<file path="config.mk">
export PLATFORM = sky130hd
export DESIGN_NAME = tcw_ctrl
export DESIGN_NICKNAME = d
export VERILOG_FILES = /design/src/rtl/core/text_console_writer_unit_defines.svh /design/src/rtl/core/tcw_pkg.sv /design/src/rtl/core/tcw_ctrl.sv
export SDC_FILE = /design/constraint.sdc
export NUM_CORES = 1
export LEC_CHECK = 0
export CORE_AREA = 2 2 39 41
export DETAILED_ROUTE_END_ITERATION = 8
export DIE_AREA = 0 0 41 43
export DONT_BUFFER_PORTS = 1
export PLACE_DENSITY = 0.47
export SKIP_LAST_GASP = 1
export SLEW_MARGIN = 20
export SYNTH_ARGS = -nofsm -noshare
export SYNTH_HDL_FRONTEND = slang
export SYNTH_SLANG_ARGS = --single-unit
</file>
<file path="constraint.sdc">
create_clock -name clk -period 3.1 [get_ports clk]
set_clock_uncertainty 0.15 [all_clocks]
set_input_delay 0.31 -clock clk [delete_from_list [all_inputs] [get_ports clk]]
set_output_delay 0.31 -clock clk [all_outputs]
set_load 0.005 [all_outputs]
</file>
<file path="src/rtl/core/text_console_writer_unit_defines.svh">
// Assertion shorthands for the console writer.
`ifndef TEXT_CONSOLE_WRITER_UNIT_DEFINES_SVH
`define TEXT_CONSOLE_WRITER_UNIT_DEFINES_SVH

// Same-cycle implication, checked outside reset.
`define TCW_ASSERT_IMPLY(label, clk, rst_n, ante, cons, msg) \
	label: assert property (@(posedge clk) disable iff (!(rst_n)) (ante) |-> (cons)) \
		else $error(msg);

// Next-cycle implication, checked outside reset.
`define TCW_ASSERT_NEXT(label, clk, rst_n, ante, cons, msg) \
	label: assert property (@(posedge clk) disable iff (!(rst_n)) (ante) |=> (cons)) \
		else $error(msg);

`endif

</file>
<file path="src/rtl/core/tcw_pkg.sv">
`timescale 1ns / 1ps
package tcw_pkg;

	localparam int TCW_COLUMNS = 80;
	localparam int TCW_ROWS    = 25;

	localparam logic [15:0] TCW_BLANK_CELL = 16'h0F20;
	localparam logic [7:0]  TCW_NEWLINE    = 8'd10;
	localparam logic [7:0]  TCW_ATTR_RESET = 8'h0F;

	typedef enum logic [1:0] {
		OP_WRITE = 2'd0,
		OP_CLEAR = 2'd1,
		OP_READ  = 2'd2
	} tcw_op_t;

	typedef enum logic [2:0] {
		ST_INIT,
		ST_IDLE,
		ST_DECODE,
		ST_READ,
		ST_COPY,
		ST_FILL,
		ST_DONE
	} tcw_state_t;

	typedef struct packed {
		logic [1:0] op;
		logic [7:0] char_code;
		logic [4:0] read_row;
		logic [6:0] read_col;
	} tcw_req_t;

	typedef struct packed {
		logic [15:0] cell_value;
		logic [4:0]  cursor_row_now;
		logic [6:0]  cursor_col_now;
		logic        scrolled;
	} tcw_rsp_t;

	typedef struct packed {
		logic load_item;
		logic write_char;
		logic adv_col;
		logic new_row;
		logic col_home;
		logic cur_home;
		logic start_copy;
		logic start_fill_all;
		logic start_fill_last;
		logic copy_step;
		logic fill_step;
		logic take_cell;
		logic load_out;
	} tcw_cmd_t;

	typedef struct packed {
		logic [1:0] op;
		logic       is_newline;
		logic       col_last;
		logic       row_last;
		logic       sweep_last;
		logic       out_free;
		logic       wr_busy;
	} tcw_status_t;

endpackage

</file>
<file path="src/rtl/core/tcw_ctrl.sv">
`timescale 1ns / 1ps
module tcw_ctrl
	import tcw_pkg::*;
(
	input  logic        clk,
	input  logic        arst_n,
	input  logic        req_valid,
	output logic        req_ready,
	input  tcw_status_t st,
	output tcw_cmd_t    cmd
);

	tcw_state_t state_q, state_d;

	always_ff @(posedge clk or negedge arst_n) begin
		if (!arst_n) begin
			state_q <= ST_INIT;
		end else begin
			state_q <= state_d;
		end
	end

	always_comb begin
		state_d   = state_q;
		cmd       = '0;
		req_ready = 1'b0;
		unique case (state_q)
			ST_INIT: begin
				// power-up blanking sweep
				cmd.fill_step = 1'b1;
				if (st.sweep_last) begin
					state_d = ST_IDLE;
				end
			end
			ST_IDLE: begin
				req_ready = 1'b1;
				if (req_valid) begin
					cmd.load_item = 1'b1;
					state_d       = ST_DECODE;
				end
			end
			ST_DECODE: begin
				unique case (st.op)
					OP_WRITE: begin
						if (!st.is_newline) begin
							cmd.write_char = 1'b1;
						end
						if (st.is_newline || st.col_last) begin
							if (st.row_last) begin
								cmd.col_home   = 1'b1;
								cmd.start_copy = 1'b1;
								state_d        = ST_COPY;
							end else begin
								cmd.new_row = 1'b1;
								state_d     = ST_DONE;
							end
						end else begin
							cmd.adv_col = 1'b1;
							state_d     = ST_DONE;
						end
					end
					OP_CLEAR: begin
						cmd.cur_home       = 1'b1;
						cmd.start_fill_all = 1'b1;
						state_d            = ST_FILL;
					end
					OP_READ: begin
						state_d = ST_READ;
					end
					default: begin
						state_d = ST_DONE;
					end
				endcase
			end
			ST_READ: begin
				cmd.take_cell = 1'b1;
				state_d       = ST_DONE;
			end
			ST_COPY: begin
				cmd.copy_step = 1'b1;
				if (st.sweep_last) begin
					cmd.start_fill_last = 1'b1;
					state_d             = ST_FILL;
				end
			end
			ST_FILL: begin
				cmd.fill_step = 1'b1;
				if (st.sweep_last) begin
					state_d = ST_DONE;
				end
			end
			ST_DONE: begin
				if (st.out_free) begin
					cmd.load_out = 1'b1;
					state_d      = ST_IDLE;
				end
			end
			default: begin
				state_d = ST_INIT;
			end
		endcase
	end

endmodule

</file>
; ---- Yosys cells after proc, flatten, opt, wreduce, memory -nomap -nowiden
; Cells that the tools add are included.
[op_classes]
eq_ne = 13
n_mux = 28
reduce_logical = 5
[op_table]
columns = op, count
row1 = 3-bit case mux with 7 select lines, 1
row2 = 1-bit 2-to-1 mux, 15
row3 = 3-bit 2-to-1 mux, 5
row4 = "2-bit != test, second input constant", 5
row5 = "3-bit == test, second input constant", 3
row6 = 3-bit case mux with 3 select lines, 1
row7 = 2-bit 2-to-1 mux, 4
row8 = 7-bit 2-to-1 mux, 1
row9 = "3-bit by 2-bit == test with 1-bit output, second input constant", 2
row10 = 5-bit AND reduction, 1
row11 = 4-bit 2-to-1 mux, 1
row12 = "3-bit by 1-bit == test with 1-bit output, second input constant", 1
row13 = 3-bit zero test, 1
row14 = "2-bit by 1-bit == test with 1-bit output, second input constant", 1
row15 = "2-bit == test, second input constant", 1
row16 = 2-bit zero test, 1
row17 = 2-bit OR reduction, 1
row18 = 1-bit logical OR, 1
[totals]
regBits = 3
input_bits = 11
output_inout_bits = 14
elab_cells = 47

; ---- Depth between registers and ports, before layout
[depth]
word_depth = 4
ltp_mapped = 5
ltp_nobuf = 5

; ---- Least setup slack after synthesis
; No wires, ideal clock.
[synth_path]
path_kind = flip-flop to output port
from = reg state_q[2]
to = out cmd[8] (netlist name)
arrival_time_ps = 1147
required_ps = 2640
slack_ps = 1493
path_stages_with_launch = 6
path_buffers = 2
cell_sequence = dfrtp_1 buf_6 nor3b_2 nand2_2 nor3b_2 buf_4
[synth_rtl]
columns = element, line_no
row1 = "start, declared", tcw_ctrl.sv:13  ; tcw_state_t state_q, state_d;
row2 = "start signal, assigned", tcw_ctrl.sv:19  ; state_q <= state_d;
row3 = "end, declared", tcw_ctrl.sv:10  ; output tcw_cmd_t cmd

; ---- Final worst setup path
[layout_path]
from = reg state_q[0]
to = out cmd[8] (netlist name)
[layout_via]
elab_chain_cells = 2
[layout_rtl]
columns = element, line_no
row1 = 3-bit by 2-bit == test with 1-bit output, tcw_ctrl.sv:27  ; unique case (state_q)
row2 = 7-bit 2-to-1 mux, tcw_ctrl.sv:27
; Every way passes these cells.

==> summary.md <==
| Metric | Value |
|---|---|
| Clk pin slew, worst setup/hold paths | 0.04 ns |
| Total Nets Final | between 60 and 70 |
| Worst R2R Setup Slack | between 1.5 and 2 ns |
| Clk_lat worst skew | about 0.23 ns |
| Root Driver | clkbuf_4 |
| # setup viols final | 0 |
| FF-to-FF End | state_q[0]$_DFFE_PN0P_ |
| Synth cell types | 28 |
| DPL Wire Length | roughly 600 µm |
| Max VDD drop | 0.212 mV |
| DP Worst Slack | ~1.5 ns |
| Crit-path cells | nor3b_2, nand2_2, nor3b_2 |
| Worst Max-Slew Pin Slew | ~0.43 ns |
| CP required | about 2.6 ns |
| RSZ-0062 raised after global routing | false |
| Antenna viol nets, final | 0 |
| PwrDens | 745 nW/µm² |
| IO Port Bufs | 0 |
| F_max | 533 MHz |
| Worst path slowest cell | dfrtp_1 |
| HP Class | input port to flop |
| Placed cell count | 61 |
| Synth Area in XOR/XNOR | 2.06% |
| Starting density of the core | a little under a third |
| Die H | around 43 µm |
| Largest family of logic cells by synthesized area | simple AND/OR/NAND/NOR gates |
| Final Hold Fails | 0 |
| WHS Endpoint | state_q[1]$_DFFE_PN0P_ |
| Fillers | 171 |
| Vias in the first global route | approximately 340 |
| Proportion of layout cells with a drive suffix above 1 | about 16% |
| CTS resizes | 0 |
| GRT Util Overall | 10.9% |
| Most frequent CP cell | nor3b_2 |
| Top reg by flops | state_q |
| Clock Tree Buf Depth | 2 |
| Max FFs per register | 3 |
| GRT overflow | 0 |
| Max cap viols | 0 |
| H-tree depth | 1 |
| Inserted Clock Buffers | 3 |
| Final Max Tran Viols | 0 |
| Total clock sinks | 3 |
| CP max stage delay | between 0.5 and 0.6 ns |
| Critical path class | flop to primary output |
| Sequential area share after synthesis | 17.6% |
| Core area | roughly 1400 µm² |
| Vias per inst | between 5 and 6 |
| Die width | between 40 and 50 µm |
| Biggest regs | state_q (3) |
| Setup crit start kind | flop |
| Core Rows | 14 |
| Synth Area in Simple Gates | a little over a third |
| Crit. End Element | primary output |
| Top-level I/O count | 25 |
| First-pass GRT wire length | 1290 µm |
| Synth Area per Inst | 8.51 µm² |
| Adder-Cell Fraction of Synth Area | about an eighth |
| Post-Syn Area | around 430 µm² |
| Static Leak | 0.172 nW |
| Final min period | 1.87 ns |
| Gpl congestion | approximately 0.68 |
| Final Power | 325 µW |
| Non-filler cells, final | between 60 and 70 |
| DR vias | 349 |
| Area of the die | ~1800 µm² |
| Start point of the worst hold path | st[1] |
| Worst hold slack | 0.123 ns |
| Synth Area in Compound Gates | roughly a fifth |
| Setup TNS | 0 ns |
| WL final | about 780 µm |
| Largest net degree at the start of global routing | 16 |
| Reg2Reg Launch Point | state_q[0]$_DFFE_PN0P_ |
| Fin crit share | 60.5% |
| Pre-antenna DRT Iters | 2 |
| Synth warnings | 0 |
| Hold path depth | 2 |
| Post-Syn Instances | 50 |
| Synth Net Count | 65 |
| # diodes | 0 |
| CP arrival | between 1 and 1.5 ns |
| Residual DRC | 0 |
| Crit Path Max Fanout | 15 |
| Area growth, synth to finish | 2.65% |
| Setup ws final | roughly 1.2 ns |
| Average wire per standard cell | approximately 12 µm |
| Seq cells post-synth | 3 |
| Mux contribution to synthesized area | 0% |
| Antenna violations before repair | 0 |
| Rel. slew slack | 71.6% |
| Commonest non-fill, non-tap cell in the layout | ha_1 |
| Status | completed |
| R2r worst-path depth | 3 |
| Initial DRC count | 5 |
| CTS tree | done |
==> metal layers <==
layer  global-route usage [%]  up-vias  share of wire, %
met5                        0        -                 0
met4                     8.00        0               1.7
met3                     5.24        2               9.7
met2                     14.4       18                43
met1                     13.2      154                45
li1                         -      175                 -
==> cells in the mapped netlist <==
master,n,area (µm²)
nor3b_2,2,25.0
nor2_1,3,11.3
dfrtp_1,3,75.1
a31oi_1,1,6.26
nand4b_1,1,8.76
and2_1,3,18.8
a221oi_2,1,15.0
nor3_2,1,10.0
nand2_1,2,7.51
inv_1,3,11.3
ha_1,4,50.1
buf_4,3,22.5
nand2b_1,1,6.26
nand2_2,1,6.26
nand3_1,1,5.00
o31ai_1,1,7.51
o211a_1,1,10.0
and2b_1,1,7.51
a21oi_1,2,10.0
xor2_1,1,8.76
o21ai_0,2,10.0
o21bai_1,1,7.51
o21a_1,1,7.51
nand3b_1,2,15.0
nor3b_1,3,22.5
a211oi_1,1,7.51
buf_6,2,22.5
nor3_1,2,10.0
==> worst max-delay path by stage <==
stage	to	cells after the start	slack (ns)	start
after detailed placement	cmd[8]	3	1.46	state_q[0]$_DFFE_PN0P_
after global placement	cmd[8]	3	1.44	state_q[0]$_DFFE_PN0P_
after floorplan	cmd[8]	5	1.49	state_q[2]$_DFFE_PN0P_
final	cmd[8]	3	1.23	state_q[0]$_DFFE_PN0P_
after CTS	cmd[8]	3	1.20	state_q[0]$_DFFE_PN0P_
after global routing	cmd[4]	2	1.10	state_q[2]$_DFFE_PN0P_
==> area by class of cell <==
cell class	count	area [µm²]	share of cell area [%]
multi-input combinational	39	294	67.3
sequential	3	75.1	17.2
clock buffer	4	26.3	6.02
tap	16	20.0	4.58
inverter	3	11.3	2.58
timing repair buffer	1	10.0	2.29
==> power by group <==
group          internal [mW]  switching, mW
Combinational         0.0757         0.0617
Sequential            0.0573         0.0628
Clock                 0.0482         0.0193
Total                  0.181          0.144
==> repair_timing <==
action | in CTS | in global routing
hold buffers | 1 | 0
endpoints found under the hold margin | 3 | 0
endpoints found under the setup margin | 0 | 0
setup buffers | 0 | 0
==> stage by stage <==
step           util, %  instance area (µm²)
6_report          31.6                  437
5_1_grt           31.6                  437
4_1_cts           31.6                  437
2_1_floorplan        -                  425
3_3_place_gp      28.9                  400
3_5_place_dp      28.9                  400
==> cell families after synthesis <==
kind of cell | after synthesis
adder cells (fa/ha/maj) | 4
AO/OA/AOI/OAI | 11
buffers and inverters | 8
XOR/XNOR | 1
flip-flops | 3
AND/OR/NAND/NOR | 23
==> critical path, delay by kind of cell, from the launching register on <==
kind             cells  cell delay, ns
AND/OR/NAND/NOR      3            0.66
flip-flops           1            0.52
Power figures use the tool's default switching activity.
